File: src/sv/gbnsw_pkg.sv
// Shared types and codes for the Go-Back-N sender window.
// No dependencies; used by gbnsw_cell and go_back_n_sender_window.
`timescale 1ns / 1ps
`default_nettype none

package gbnsw_pkg;

    localparam int SEQ_W  = 5;
    localparam int WIN_W  = 5;
    localparam int OP_W   = 2;
    localparam int KIND_W = 2;
    localparam int CMD_W  = 3;

    // input operations
    localparam logic [OP_W-1:0] OP_SEND    = 2'd0;
    localparam logic [OP_W-1:0] OP_ACK     = 2'd1;
    localparam logic [OP_W-1:0] OP_TIMEOUT = 2'd2;

    // result kinds
    localparam logic [KIND_W-1:0] KIND_SEND   = 2'd0;
    localparam logic [KIND_W-1:0] KIND_ACK    = 2'd1;
    localparam logic [KIND_W-1:0] KIND_RESEND = 2'd2;
    localparam logic [KIND_W-1:0] KIND_NONE   = 2'd3;

    // commands broadcast along the cell chain
    localparam logic [CMD_W-1:0] CMD_HOLD   = 3'd0;
    localparam logic [CMD_W-1:0] CMD_LOAD   = 3'd1;
    localparam logic [CMD_W-1:0] CMD_MARK   = 3'd2;
    localparam logic [CMD_W-1:0] CMD_SHIFT  = 3'd3;
    localparam logic [CMD_W-1:0] CMD_ROTATE = 3'd4;

    typedef struct packed {
        logic [CMD_W-1:0] op;
        logic [SEQ_W-1:0] seq;
    } t_cell_cmd;

endpackage

`default_nettype wire

File: src/sv/gbnsw_cell.sv
// One window entry of the sender chain: sequence number and acked mark.
// Depends on gbnsw_pkg for the command struct and codes.
`timescale 1ns / 1ps
`default_nettype none

module gbnsw_cell #(
    parameter int IDX = 0,
    parameter int PW  = 4,
    parameter int CW  = 5
) (
    input  wire                          i_clk,
    input  wire                          i_rst_n,
    input  gbnsw_pkg::t_cell_cmd         i_cmd,
    input  wire  [PW-1:0]                i_occ,
    input  wire  [CW:0]                  i_dist,
    input  wire  [gbnsw_pkg::SEQ_W-1:0]  i_next_seq,
    input  wire                          i_next_acked,
    input  wire  [gbnsw_pkg::SEQ_W-1:0]  i_head_seq,
    input  wire                          i_head_acked,
    output logic [gbnsw_pkg::SEQ_W-1:0]  o_seq,
    output logic                         o_acked
);

    logic [gbnsw_pkg::SEQ_W-1:0] r_seq;
    logic [gbnsw_pkg::SEQ_W-1:0] n_seq;
    logic                        r_acked;
    logic                        n_acked;

    always_comb begin
        n_seq   = r_seq;
        n_acked = r_acked;
        unique case (i_cmd.op)
            gbnsw_pkg::CMD_LOAD: begin
                if (IDX == int'(i_occ)) begin
                    n_seq   = i_cmd.seq;
                    n_acked = 1'b0;
                end
            end
            gbnsw_pkg::CMD_MARK: begin
                if (IDX < int'(i_occ) && IDX <= int'(i_dist)) begin
                    n_acked = 1'b1;
                end
            end
            gbnsw_pkg::CMD_SHIFT: begin
                n_seq   = i_next_seq;
                n_acked = i_next_acked;
            end
            gbnsw_pkg::CMD_ROTATE: begin
                // close the ring at the newest occupied entry
                if (IDX == int'(i_occ) - 1) begin
                    n_seq   = i_head_seq;
                    n_acked = i_head_acked;
                end else begin
                    n_seq   = i_next_seq;
                    n_acked = i_next_acked;
                end
            end
            default: begin
            end
        endcase
    end

    always_ff @(posedge i_clk) begin
        if (!i_rst_n) begin
            r_acked <= 1'b0;
        end else begin
            r_acked <= n_acked;
        end
    end

    always_ff @(posedge i_clk) begin
        r_seq <= n_seq;
    end

    assign o_seq   = r_seq;
    assign o_acked = r_acked;

endmodule

`default_nettype wire

File: src/sv/go_back_n_sender_window.sv
// Top level of the Go-Back-N sender window: control sequencer and cell chain.
// Depends on gbnsw_pkg and gbnsw_cell.
//
// Usage:
//   Command channel: a transaction is taken at a rising edge with start high and
//   busy low; i_operation selects send, cumulative ack or timeout resend.
//   Results appear registered, one per cycle, flagged by o_result_valid for a
//   single cycle each; o_last marks the final result of a command. The receiver
//   cannot stall, so results are never held back.
//   The chain keeps entries in age order, oldest in cell 0; freeing shifts the
//   chain one entry per cycle and a resend rotates it one entry per cycle.
//   Per command:
//     send    : result registered, next command accepted the following cycle.
//     ack     : R (0..7) modulo-reduction steps of the ack and oldest sequence
//               against the sequence space, then F freed entries, then the result.
//     timeout : one result per cycle for each in-flight entry (1 if empty).
//   Writing i_cfg_wr_data (only while idle) sets window_size and flushes the
//   ring. Reset sets window_size to 16 with an empty ring.
`timescale 1ns / 1ps
`default_nettype none

module go_back_n_sender_window #(
    parameter int WINDOW_MAX = 16
) (
    input  wire                              i_clk,
    input  wire                              i_rst_n,
    input  wire                              start,
    output logic                             busy,
    input  wire  [gbnsw_pkg::OP_W-1:0]       i_operation,
    input  wire  [gbnsw_pkg::SEQ_W-1:0]      i_sequence_req,
    input  wire                              i_cfg_wr_en,
    input  wire  [gbnsw_pkg::WIN_W-1:0]      i_cfg_wr_data,
    output logic                             o_result_valid,
    output logic [gbnsw_pkg::KIND_W-1:0]     o_kind,
    output logic                             o_accepted,
    output logic [$clog2(WINDOW_MAX)-1:0]    o_slot,
    output logic [gbnsw_pkg::SEQ_W-1:0]      o_resend_sequence,
    output logic [$clog2(WINDOW_MAX)-1:0]    o_freed_count,
    output logic [$clog2(WINDOW_MAX)-1:0]    o_occupancy,
    output logic                             o_window_full,
    output logic                             o_window_empty,
    output logic                             o_last
);

    localparam int PW = $clog2(WINDOW_MAX);
    localparam int CW = $clog2(WINDOW_MAX + 1);
    localparam int SW = gbnsw_pkg::SEQ_W;

    localparam logic [2:0] S_IDLE   = 3'd0;
    localparam logic [2:0] S_REDUCE = 3'd1;
    localparam logic [2:0] S_FREE   = 3'd2;
    localparam logic [2:0] S_RESEND = 3'd3;

    logic [2:0]                   r_state, n_state;
    logic [gbnsw_pkg::WIN_W-1:0]  r_window_size, n_window_size;
    logic [PW-1:0]                r_occ, n_occ;
    logic [PW-1:0]                r_old, n_old;
    logic [SW-1:0]                r_rq, n_rq;
    logic [SW-1:0]                r_sq, n_sq;
    logic [PW-1:0]                r_freed, n_freed;
    logic [PW-1:0]                r_cnt, n_cnt;
    logic [PW-1:0]                r_slot, n_slot;

    logic                         r_out_valid, n_out_valid;
    logic [gbnsw_pkg::KIND_W-1:0] r_out_kind, n_out_kind;
    logic                         r_out_acc, n_out_acc;
    logic [PW-1:0]                r_out_slot, n_out_slot;
    logic [SW-1:0]                r_out_rseq, n_out_rseq;
    logic [PW-1:0]                r_out_freed, n_out_freed;
    logic [PW-1:0]                r_out_occ, n_out_occ;
    logic                         r_out_full, n_out_full;
    logic                         r_out_empty, n_out_empty;
    logic                         r_out_last, n_out_last;

    gbnsw_pkg::t_cell_cmd         w_cmd;
    logic [CW:0]                  w_dist;
    logic [SW-1:0]                w_seq   [WINDOW_MAX];
    logic                         w_acked [WINDOW_MAX];

    logic [31:0]                  w_ws32;
    logic [CW-1:0]                w_win;
    logic [CW:0]                  w_space;
    logic [PW-1:0]                w_wm1;
    logic [PW-1:0]                w_ins;
    logic [PW-1:0]                w_old_inc;
    logic [PW-1:0]                w_slot_inc;
    logic [31:0]                  w_sum;
    logic [31:0]                  w_dist32;
    logic                         w_rq_big;
    logic                         w_sq_big;

    // effective window and derived ring arithmetic
    always_comb begin
        w_ws32 = 32'(r_window_size);
        if (w_ws32 < 32'd2) begin
            w_win = CW'(2);
        end else if (w_ws32 > 32'(WINDOW_MAX)) begin
            w_win = CW'(WINDOW_MAX);
        end else begin
            w_win = CW'(r_window_size);
        end
        w_space = {w_win, 1'b0};
        w_wm1   = PW'(32'(w_win) - 32'd1);

        w_sum = 32'(r_old) + 32'(r_occ);
        w_ins = (w_sum >= 32'(w_win)) ? PW'(w_sum - 32'(w_win)) : PW'(w_sum);

        w_old_inc  = (32'(r_old) + 32'd1 >= 32'(w_win)) ? '0 : PW'(32'(r_old) + 32'd1);
        w_slot_inc = (32'(r_slot) + 32'd1 >= 32'(w_win)) ? '0 : PW'(32'(r_slot) + 32'd1);

        w_rq_big = (32'(r_rq) >= 32'(w_space));
        w_sq_big = (32'(r_sq) >= 32'(w_space));
        if (r_rq >= r_sq) begin
            w_dist32 = 32'(r_rq) - 32'(r_sq);
        end else begin
            w_dist32 = 32'(r_rq) + 32'(w_space) - 32'(r_sq);
        end
        w_dist = (CW + 1)'(w_dist32);
    end

    always_comb begin
        n_state       = r_state;
        n_window_size = r_window_size;
        n_occ         = r_occ;
        n_old         = r_old;
        n_rq          = r_rq;
        n_sq          = r_sq;
        n_freed       = r_freed;
        n_cnt         = r_cnt;
        n_slot        = r_slot;
        w_cmd.op      = gbnsw_pkg::CMD_HOLD;
        w_cmd.seq     = i_sequence_req;

        n_out_valid   = 1'b0;
        n_out_kind    = gbnsw_pkg::KIND_SEND;
        n_out_acc     = 1'b0;
        n_out_slot    = '0;
        n_out_rseq    = '0;
        n_out_freed   = '0;
        n_out_occ     = r_occ;
        n_out_last    = 1'b0;

        unique case (r_state)
            S_IDLE: begin
                if (start) begin
                    case (i_operation)
                        gbnsw_pkg::OP_SEND: begin
                            n_out_valid = 1'b1;
                            n_out_kind  = gbnsw_pkg::KIND_SEND;
                            n_out_last  = 1'b1;
                            if (r_occ != w_wm1) begin
                                w_cmd.op   = gbnsw_pkg::CMD_LOAD;
                                n_out_acc  = 1'b1;
                                n_out_slot = w_ins;
                                n_occ      = r_occ + 1'b1;
                                n_out_occ  = r_occ + 1'b1;
                            end
                        end
                        gbnsw_pkg::OP_ACK: begin
                            n_rq    = i_sequence_req;
                            // an empty ring has no head entry to measure from
                            n_sq    = (r_occ == '0) ? '0 : w_seq[0];
                            n_freed = '0;
                            n_state = S_REDUCE;
                        end
                        gbnsw_pkg::OP_TIMEOUT: begin
                            if (r_occ == '0) begin
                                n_out_valid = 1'b1;
                                n_out_kind  = gbnsw_pkg::KIND_NONE;
                                n_out_last  = 1'b1;
                            end else begin
                                n_cnt   = '0;
                                n_slot  = r_old;
                                n_state = S_RESEND;
                            end
                        end
                        default: begin
                        end
                    endcase
                end
            end
            S_REDUCE: begin
                // bring both numbers into the sequence space, then mark
                if (w_rq_big) begin
                    n_rq = r_rq - SW'(w_space);
                end
                if (w_sq_big) begin
                    n_sq = r_sq - SW'(w_space);
                end
                if (!w_rq_big && !w_sq_big) begin
                    if (w_dist32 < 32'(w_win)) begin
                        w_cmd.op = gbnsw_pkg::CMD_MARK;
                    end
                    n_state = S_FREE;
                end
            end
            S_FREE: begin
                if (r_occ != '0 && w_acked[0]) begin
                    w_cmd.op = gbnsw_pkg::CMD_SHIFT;
                    n_occ    = r_occ - 1'b1;
                    n_old    = w_old_inc;
                    n_freed  = r_freed + 1'b1;
                end else begin
                    n_out_valid = 1'b1;
                    n_out_kind  = gbnsw_pkg::KIND_ACK;
                    n_out_freed = r_freed;
                    n_out_last  = 1'b1;
                    n_state     = S_IDLE;
                end
            end
            S_RESEND: begin
                w_cmd.op    = gbnsw_pkg::CMD_ROTATE;
                n_out_valid = 1'b1;
                n_out_kind  = gbnsw_pkg::KIND_RESEND;
                n_out_slot  = r_slot;
                n_out_rseq  = w_seq[0];
                n_out_last  = (r_cnt == r_occ - 1'b1);
                n_slot      = w_slot_inc;
                n_cnt       = r_cnt + 1'b1;
                if (r_cnt == r_occ - 1'b1) begin
                    n_state = S_IDLE;
                end
            end
            default: begin
                n_state = S_IDLE;
            end
        endcase

        // a window write flushes the ring
        if (i_cfg_wr_en) begin
            n_window_size = i_cfg_wr_data;
            n_occ         = '0;
            n_old         = '0;
        end

        n_out_full  = (n_out_occ == w_wm1);
        n_out_empty = (n_out_occ == '0);
    end

    always_ff @(posedge i_clk) begin
        if (!i_rst_n) begin
            r_state       <= S_IDLE;
            r_window_size <= gbnsw_pkg::WIN_W'(16);
            r_occ         <= '0;
            r_old         <= '0;
            r_out_valid   <= 1'b0;
        end else begin
            r_state       <= n_state;
            r_window_size <= n_window_size;
            r_occ         <= n_occ;
            r_old         <= n_old;
            r_out_valid   <= n_out_valid;
        end
    end

    always_ff @(posedge i_clk) begin
        r_rq    <= n_rq;
        r_sq    <= n_sq;
        r_freed <= n_freed;
        r_cnt   <= n_cnt;
        r_slot  <= n_slot;
        if (n_out_valid) begin
            r_out_kind  <= n_out_kind;
            r_out_acc   <= n_out_acc;
            r_out_slot  <= n_out_slot;
            r_out_rseq  <= n_out_rseq;
            r_out_freed <= n_out_freed;
            r_out_occ   <= n_out_occ;
            r_out_full  <= n_out_full;
            r_out_empty <= n_out_empty;
            r_out_last  <= n_out_last;
        end
    end

    for (genvar g = 0; g < WINDOW_MAX; g++) begin : g_cell
        logic [SW-1:0] w_next_seq;
        logic          w_next_acked;

        if (g == WINDOW_MAX - 1) begin : g_tail
            assign w_next_seq   = '0;
            assign w_next_acked = 1'b0;
        end else begin : g_body
            assign w_next_seq   = w_seq[g + 1];
            assign w_next_acked = w_acked[g + 1];
        end

        gbnsw_cell #(
            .IDX (g),
            .PW  (PW),
            .CW  (CW)
        ) u_cell (
            .i_clk        (i_clk),
            .i_rst_n      (i_rst_n),
            .i_cmd        (w_cmd),
            .i_occ        (r_occ),
            .i_dist       (w_dist),
            .i_next_seq   (w_next_seq),
            .i_next_acked (w_next_acked),
            .i_head_seq   (w_seq[0]),
            .i_head_acked (w_acked[0]),
            .o_seq        (w_seq[g]),
            .o_acked      (w_acked[g])
        );
    end

    assign busy              = (r_state != S_IDLE);
    assign o_result_valid    = r_out_valid;
    assign o_kind            = r_out_kind;
    assign o_accepted        = r_out_acc;
    assign o_slot            = r_out_slot;
    assign o_resend_sequence = r_out_rseq;
    assign o_freed_count     = r_out_freed;
    assign o_occupancy       = r_out_occ;
    assign o_window_full     = r_out_full;
    assign o_window_empty    = r_out_empty;
    assign o_last            = r_out_last;

endmodule

`default_nettype wire

File: config.mk
export PLATFORM = sky130hd
export DESIGN_NAME = go_back_n_sender_window
export DESIGN_NICKNAME = d
export VERILOG_FILES = /design/src/sv/gbnsw_pkg.sv /design/src/sv/gbnsw_cell.sv /design/src/sv/go_back_n_sender_window.sv
export SDC_FILE = /design/constraint.sdc
export NUM_CORES = 1
export LEC_CHECK = 0
export BUFFER_PORTS_ARGS = -buffer_cell sky130_fd_sc_hd__buf_2
export CAP_MARGIN = 25
export CORE_ASPECT_RATIO = 0.9
export CORE_UTILIZATION = 40
export CTS_BUF_LIST = sky130_fd_sc_hd__clkbuf_8
export CTS_CLUSTER_DIAMETER = 30
export CTS_CLUSTER_SIZE = 14
export DETAILED_ROUTE_END_ITERATION = 8
export SYNTH_ARGS = -nofsm -noshare
export SYNTH_HDL_FRONTEND = slang
export SYNTH_SLANG_ARGS = --single-unit
File: constraint.sdc
create_clock -name i_clk -period 12.1 [get_ports i_clk]
set_input_delay 1.21 -clock i_clk [delete_from_list [all_inputs] [get_ports i_clk]]
set_output_delay 1.21 -clock i_clk [all_outputs]
set_load 0.02 [all_outputs]
== Yosys cells after proc, flatten, opt, wreduce, memory -nomap -nowiden ==
Cells that the tools add are included.
Word-level totals
  output and inout bits: 25
  flip-flop bits (word level): 158
  bits of input ports: 16
Operators by class
  bitwise logic cells: 2
  $lt $le $gt $ge: 38
  reduce and logical (&&, ||, !) cells: 72
  multiplexer cells: 174
  add/sub/neg operators: 15
  eq/ne operators: 86
Operator list (count)
  5-bit by 32-bit equality test with 1-bit output, first input constant: 8
  5-bit case mux with 3 select lines: 16
  5-bit 2-to-1 mux: 41
  4-bit by 32-bit equality test with 1-bit output, first input constant: 4
  4-bit 2-to-1 mux: 20
  2-bit by 1-bit inequality test with 1-bit output, second input constant: 33
  3-bit by 32-bit equality test with 1-bit output, first input constant: 2
  1-bit case mux with 4 select lines: 15
  1-bit 2-to-1 mux: 55
  3-bit AND reduction: 16
  4-bit by 6-bit less-or-equal comparator with 1-bit output, first input constant: 7
  4-bit case mux with 2 select lines: 5
  2-bit AND reduction: 17
  2-bit by 32-bit equality test with 1-bit output, first input constant: 1
  4-bit equality test, first input constant: 8
  32-bit logical NOT: 1
  32-bit by 5-bit less-than comparator with 1-bit output: 1
  32-bit 2-to-1 mux: 1
  4-bit less-than comparator, first input constant: 7
  3-bit by 6-bit less-or-equal comparator with 1-bit output, first input constant: 4
  3-bit case mux with 4 select lines: 2
  5-bit greater-or-equal comparator: 4
  5-bit case mux with 2 select lines: 2
  4-bit AND reduction: 5
  other kinds (48): 112

== Logic depth before layout (Yosys ltp) ==
  depth in word-level cells: 13
  gate-level depth with buffers: 23
  gate-level depth less buffers: 20

== Modules after synthesis ==
From an unflattened synthesis, not the netlist that was laid out.
Second synthesis, totals
  cells, all modules: 1087
  area, all modules: 11340.9 sq um
Modules (own cells, without submodules)
  go_back_n_sender_window: times used 1, area an instance 4738.3 sq um, cells an instance 483, sequential area each 1671.6 sq um
  gbnsw_cell (g_cell[2].u_cell): times used 1, area an instance 470.5 sq um, cells an instance 45, sequential area each 170.2 sq um
  gbnsw_cell (g_cell[12].u_cell): times used 1, area an instance 441.7 sq um, cells an instance 40, sequential area each 170.2 sq um
  gbnsw_cell (g_cell[11].u_cell): times used 1, area an instance 439.2 sq um, cells an instance 40, sequential area each 170.2 sq um
  gbnsw_cell (g_cell[13].u_cell): times used 1, area an instance 436.7 sq um, cells an instance 42, sequential area each 170.2 sq um
  gbnsw_cell (g_cell[10].u_cell): times used 1, area an instance 430.4 sq um, cells an instance 39, sequential area each 170.2 sq um
  gbnsw_cell (g_cell[4].u_cell): times used 1, area an instance 422.9 sq um, cells an instance 40, sequential area each 170.2 sq um
  gbnsw_cell (g_cell[7].u_cell): times used 1, area an instance 422.9 sq um, cells an instance 37, sequential area each 170.2 sq um
  gbnsw_cell (g_cell[6].u_cell): times used 1, area an instance 417.9 sq um, cells an instance 44, sequential area each 170.2 sq um
  gbnsw_cell (g_cell[0].u_cell): times used 1, area an instance 416.6 sq um, cells an instance 35, sequential area each 170.2 sq um
  gbnsw_cell (g_cell[8].u_cell): times used 1, area an instance 410.4 sq um, cells an instance 43, sequential area each 170.2 sq um
  gbnsw_cell (g_cell[5].u_cell): times used 1, area an instance 405.4 sq um, cells an instance 35, sequential area each 170.2 sq um
  gbnsw_cell (g_cell[9].u_cell): times used 1, area an instance 404.1 sq um, cells an instance 37, sequential area each 170.2 sq um
  gbnsw_cell (g_cell[3].u_cell): times used 1, area an instance 392.9 sq um, cells an instance 36, sequential area each 170.2 sq um
  +3 rows

== Least setup slack after synthesis ==
OpenSTA, ideal clock, no wires.
  path type: flip-flop to flip-flop
  start point: reg r_window_size[2] (netlist bit)
  end point: reg g_cell[10].u_cell.r_seq, in the netlist g_cell[10].u_cell.o_seq[0], enable pin
  path slack: 6.406 ns
  stages on the path, launching flop included: 20
  period minus slack after synthesis: 5.694 ns
  data arrival time: 5.343 ns
  cell sequence: dfxtp_1 -> nor2_1 -> o21ai_0 -> fa_1 -> inv_1 -> fa_1 -> or3_1 -> nand2_1 -> inv_1 -> ha_1 -> a211oi_1 -> a21boi_0 -> a311oi_1 -> or4_1 -> or3_1 -> buf_6 -> nor3b_4 -> buf_6 -> clkbuf_1 -> a21oi_1
Between the ends
  longest elaborated chain between the ends: 13
  elaborated cells between the ends (all ways): 27
  those cells by class: 3 x add/sub; 5 x order compare; 5 x eq/ne; 9 x mux; 5 x reduce/logical
Ends and longest elaborated chain
  from (decl): line go_back_n_sender_window.sv:55  | logic [gbnsw_pkg::WIN_W-1:0] r_window_size, n_window_size;
  from (signal assigned): line go_back_n_sender_window.sv:243  | r_window_size <= gbnsw_pkg::WIN_W'(16);
  from (signal assigned): line go_back_n_sender_window.sv:249  | r_window_size <= n_window_size;
  5-bit greater-than comparator: line go_back_n_sender_window.sv:97  | end else if (w_ws32 > 32'(WINDOW_MAX)) begin
  5-bit 2-to-1 mux: line go_back_n_sender_window.sv:97
  5-bit 2-to-1 mux (*): line go_back_n_sender_window.sv:95  | if (w_ws32 < 32'd2) begin
  5-bit by 6-bit adder with 7-bit output: line go_back_n_sender_window.sv:116  | w_dist32 = 32'(r_rq) + 32'(w_space) - 32'(r_sq);
  7-bit by 5-bit subtractor with 8-bit output: line go_back_n_sender_window.sv:116
  32-bit 2-to-1 mux: line go_back_n_sender_window.sv:113  | if (r_rq >= r_sq) begin
  32-bit by 5-bit less-than comparator with 1-bit output: line go_back_n_sender_window.sv:191  | if (w_dist32 < 32'(w_win)) begin
  2-bit 2-to-1 mux: line go_back_n_sender_window.sv:191
  2-bit 2-to-1 mux: line go_back_n_sender_window.sv:190  | if (!w_rq_big && !w_sq_big) begin
  3-bit case mux with 4 select lines (*): line go_back_n_sender_window.sv:143  | unique case (r_state)
  3-bit by 1-bit equality test with 1-bit output, or another cell as far along: line gbnsw_cell.sv:32  | unique case (i_cmd.op)
  2-bit by 1-bit inequality test with 1-bit output (no line) or 3-bit nonzero test (tied branches)
  2-bit AND reduction (no line) (*)
  to (signal assigned): line gbnsw_cell.sv:72  | r_seq <= n_seq;
  to (decl): line gbnsw_cell.sv:24  | logic [gbnsw_pkg::SEQ_W-1:0] r_seq;
Every way passes the cells marked *; elsewhere a longest branch is shown, timed or not.
A chain may end at the register's enable or synchronous reset.

== Final worst setup path ==
  start point: reg r_window_size[4] (netlist bit)
  end point: reg g_cell[8].u_cell.r_seq, in the netlist g_cell[8].u_cell.o_seq[1], data pin
Between the ends
  longest elaborated chain between the ends: 12
  elaborated cells between the ends (all ways): 25
  those cells by class: 3 x add/sub; 5 x order compare; 4 x eq/ne; 10 x mux; 3 x reduce/logical
Ends and longest elaborated chain
  5-bit greater-than comparator: line go_back_n_sender_window.sv:97
  5-bit 2-to-1 mux: line go_back_n_sender_window.sv:97
  5-bit 2-to-1 mux (*): line go_back_n_sender_window.sv:95
  5-bit by 6-bit adder with 7-bit output: line go_back_n_sender_window.sv:116
  7-bit by 5-bit subtractor with 8-bit output: line go_back_n_sender_window.sv:116
  32-bit 2-to-1 mux: line go_back_n_sender_window.sv:113
  32-bit by 5-bit less-than comparator with 1-bit output: line go_back_n_sender_window.sv:191
  2-bit 2-to-1 mux: line go_back_n_sender_window.sv:191
  2-bit 2-to-1 mux: line go_back_n_sender_window.sv:190
  3-bit case mux with 4 select lines (*): line go_back_n_sender_window.sv:143
  3-bit equality test, or another cell as far along: line gbnsw_cell.sv:32
  5-bit case mux with 3 select lines (*): line gbnsw_cell.sv:32
  named net g_cell[8].u_cell.n_seq, one bit: line gbnsw_cell.sv:25  | logic [gbnsw_pkg::SEQ_W-1:0] n_seq;
  to (signal assigned): line gbnsw_cell.sv:72
  to (decl): line gbnsw_cell.sv:24
The timed path passes the listed nets; every way through them passes the cells marked *.

==> metrics.txt <==
clock sinks=157; Post-Synth XOR/XNOR Area=around 3.4%; Worst setup EP type=flop; maximum buffer depth of the clock tree=2; Starting Density=40.7%; Syn Inst Count=~1000; PD cells=between 200 and 250 nW/um^2; sequential share of power=between 30 and 40%; Net Sw Power=roughly 1200 uW; Worst Skew=between 0.015 and 0.02 ns; Post-CTS Setup Bufs=0; area of the multi-input gates=between 5000 and 6000 um^2; Reg2Reg Setup Slack=approximately 5.5 ns; top post-synthesis cells by area=edfxtp_1, mux2_2, ha_1; Slew Viols, Final=0; adder-cell area share of the yosys netlist=a little under a tenth; DR WL/cell=around 20 um; RSZ-0062 raised after global routing=no; syn avg cell area=approximately 11 um^2; final setup vio count=0; Post-Route WL=27800 um; Fin Hold WS=just under 0.5 ns; row cnt=between 50 and 60; cts hold-fix bufs=0; n_diodes=0; vias in the first global route=7806; DRC violation count after routing=0; CP max FO=73; clk_lat worst skew=0.48 ns; Setup crit start kind=flop; Syn. warnings=0; sw frac=approximately 45%; clock share of power=about 15%; Mapped Area=around 11000 um^2; critical path arrival=6.81 ns; Post-synth EDFFs=125; Post-Syn Nets=~1100; mux cell area share after synthesis=under 10%; Post-synth ARST share=0%; Die ar.=~27000 um^2; routed via count=8123; sequential fraction of the synthesis area=roughly two fifths; Main synth FF type=edfxtp_1; layout cells sized above 1=between 10% and 20%; Compound-Gate Fraction of Synth Area=between 20% and 30%; CP Class=flop to flop; worst-margin pin slew=1.03 ns; GRT Total Usage=between 20% and 30%; TritonCTS clock tree=built; HP Class=flop to flop; Root Driver=clkbuf_8; synthesis-stage register bit count=157; synth-to-layout area growth=7.36%; GP Congestion=~0.9; VDD IR-drop max=roughly 100 uV; Leak=roughly 0.0044 uW; Worst-path clk slew=about 0.10 ns; Synth cell types=between 80 and 90; Nets=~1100; largest family of logic cells by synthesized area=compound AO/OA/AOI/OAI gates; Starting DRT DRC Count=between 700 and 800; Vias/cell=a little under 6; DRT antenna net count=0; first-pass GRT wire length=around 44000 um; status=completed; area of the core=roughly 26000 um^2; Pre-antenna DRT Iters=5; GRT overflow=0; period utilization=a little over half; Synth area leader=edfxtp_1; Logic pwr share=51.1%; HPWL Detailed=between 20000 and 25000 um; Post-Synth Simple-Gate Area=a little under an eighth; share of the synthesized area in the top cell type=a little over a third; Tmin final=6.58 ns; worst path required time=between 10 and 15 ns; IO Pins=between 40 and 50; fmax=152 MHz; TritonCTS Buffers=17; Setup TNS Final=0 ns; Fillers=about 2400; post-cts gate resize count=0; final count of hold timing violations=0; initial antenna violation count=0; die width=roughly 170 um; number of max-cap violations=0; register area=around 4400 um^2; Max-slew headroom=31.4%; pin count of the biggest net entering global routing=78; Die Span Y=approximately 160 um; IO Port Bufs=40; Cell Int Power=roughly 1400 uW; H-tree depth=4
[critical path, stage by stage, from the launching register on]
cell,delay [ns]
dfxtp_1,0.58
inv_1,0.29
o21ai_0,0.14
buf_4,0.23
fa_1,0.44
inv_1,0.12
fa_1,0.39
or3_1,0.39
nand2_1,0.19
inv_1,0.14
ha_1,0.30
a211oi_1,0.29
a21boi_0,0.22
a311oi_1,0.06
or4_1,0.43
nor4_1,0.29
o21a_2,0.17
buf_4,0.63
nor2_1,0.19
and2_1,0.42
a221o_1,0.35
[registers in the layout, summed over array words and instances, names as in the netlist]
register and cells:
g_cell.u_cell.o_acked 16, g_cell.u_cell.o_seq 80, o_accepted 1, o_freed_count 4, o_kind 2, o_last 1, o_occupancy 4, o_resend_sequence 5
o_result_valid 1, o_slot 4, o_window_empty 1, o_window_full 1, r_cnt 4, r_freed 4, r_occ 4, r_old 4
r_rq 5, r_slot 4, r_sq 5, r_state 2, r_window_size 5
[cells in the mapped netlist, types with 9 or more instances]
library cell / instances
buf_2: 10
dfxtp_1: 32
nand2b_1: 9
ha_1: 61
nand3_1: 17
inv_1: 43
and2_1: 21
mux2i_1: 10
fa_1: 10
clkbuf_1: 45
edfxtp_1: 125
mux2_2: 73
nor3_1: 12
a221o_1: 70
o211ai_1: 10
xor2_1: 11
a21o_1: 21
a211oi_1: 11
a22oi_1: 9
nor2_1: 53
a21oi_1: 55
a31oi_1: 10
nor2b_1: 13
nand2_1: 84
o21ai_0: 27
xnor2_1: 27
[per-stage QoR]
step / cells / area [um^2] / worst slack (ns) / power, uW / util (%)
2_1_floorplan: 1003 / 10600 / 6.41 / 1850 / -
3_3_place_gp: 1332 / 11000 / 5.65 / 2180 / 42.2
3_5_place_dp: 1332 / 11000 / 5.60 / 2200 / 42.2
4_1_cts: 1364 / 11300 / 5.56 / 2590 / 43.7
5_1_grt: 1365 / 11400 / 4.94 / 2790 / 43.7
6_report: 1365 / 11400 / 5.52 / 2590 / 43.7
[power by group through the flow]
stage | Combinational, uW | Clock [uW] | Sequential, uW
CTS | 1310 | 395 | 881
detailed placement | 1310 | 0 | 891
finish | 1330 | 388 | 881
global route | 1480 | 413 | 900
floorplan | 956 | 0 | 896
global placement | 1290 | 0 | 888
[path summary, 6_finish.rpt]
kind,start,end,depth (start not counted)
min reg2reg,g_cell[8].u_cell.o_acked,g_cell[8].u_cell.o_acked,2
min,g_cell[8].u_cell.o_acked,g_cell[8].u_cell.o_acked,2
max,r_window_size[4],g_cell[8].u_cell.o_seq[1],20
max reg2reg,r_window_size[4],g_cell[8].u_cell.o_seq[1],20
[per-layer routing]
layer	up-vias	part of all wire (%)	routed length [um]	GRT usage, %
li1	3838	-	-	-
met1	3990	48	13300	29.2
met2	270	45	12600	33.4
met3	25	5.7	1590	3.64
met4	0	1.1	311	5.48
met5	-	0	0	0
[cell usage in the layout (no fill, tap or decap), types with 11 or more instances in the layout]
cell type	synthesis	layout
edfxtp_1	125	125
nand2_1	84	84
mux2_2	73	73
a221o_1	70	70
ha_1	61	60
a21oi_1	55	54
nor2_1	53	53
inv_1	43	44
buf_2	10	40
dfxtp_1	32	32
xnor2_1	27	27
o21ai_0	27	26
a21o_1	21	21
and2_1	21	21
nand3_1	17	17
clkbuf_8	0	17
nor2b_1	13	13
nor3_1	12	12
xor2_1	11	11
a211oi_1	11	11
[area by class of cell]
class                           instances  area share (%)
Clock inverter                         15            1.20
Multi-Input combinational cell        733            50.3
Inverter                               45            1.49
Timing Repair Buffer                   50            2.42
Tap cell                              348            3.83
Clock buffer                           17            2.06
Sequential cell                       157            38.7
[kinds of logic (layout without fill, tap and decap cells)]
family | count (synthesis) | count (layout)
and+or+nand+nor | 251 | 251
buffers and inverters | 113 | 127
DFF | 157 | 157
AOI/OAI and AO/OA | 289 | 289
adders and majority gates | 71 | 71
xor gates and xnor gates | 39 | 39
muxes | 83 | 83
Note: power is estimated with default switching activity, not from simulation.
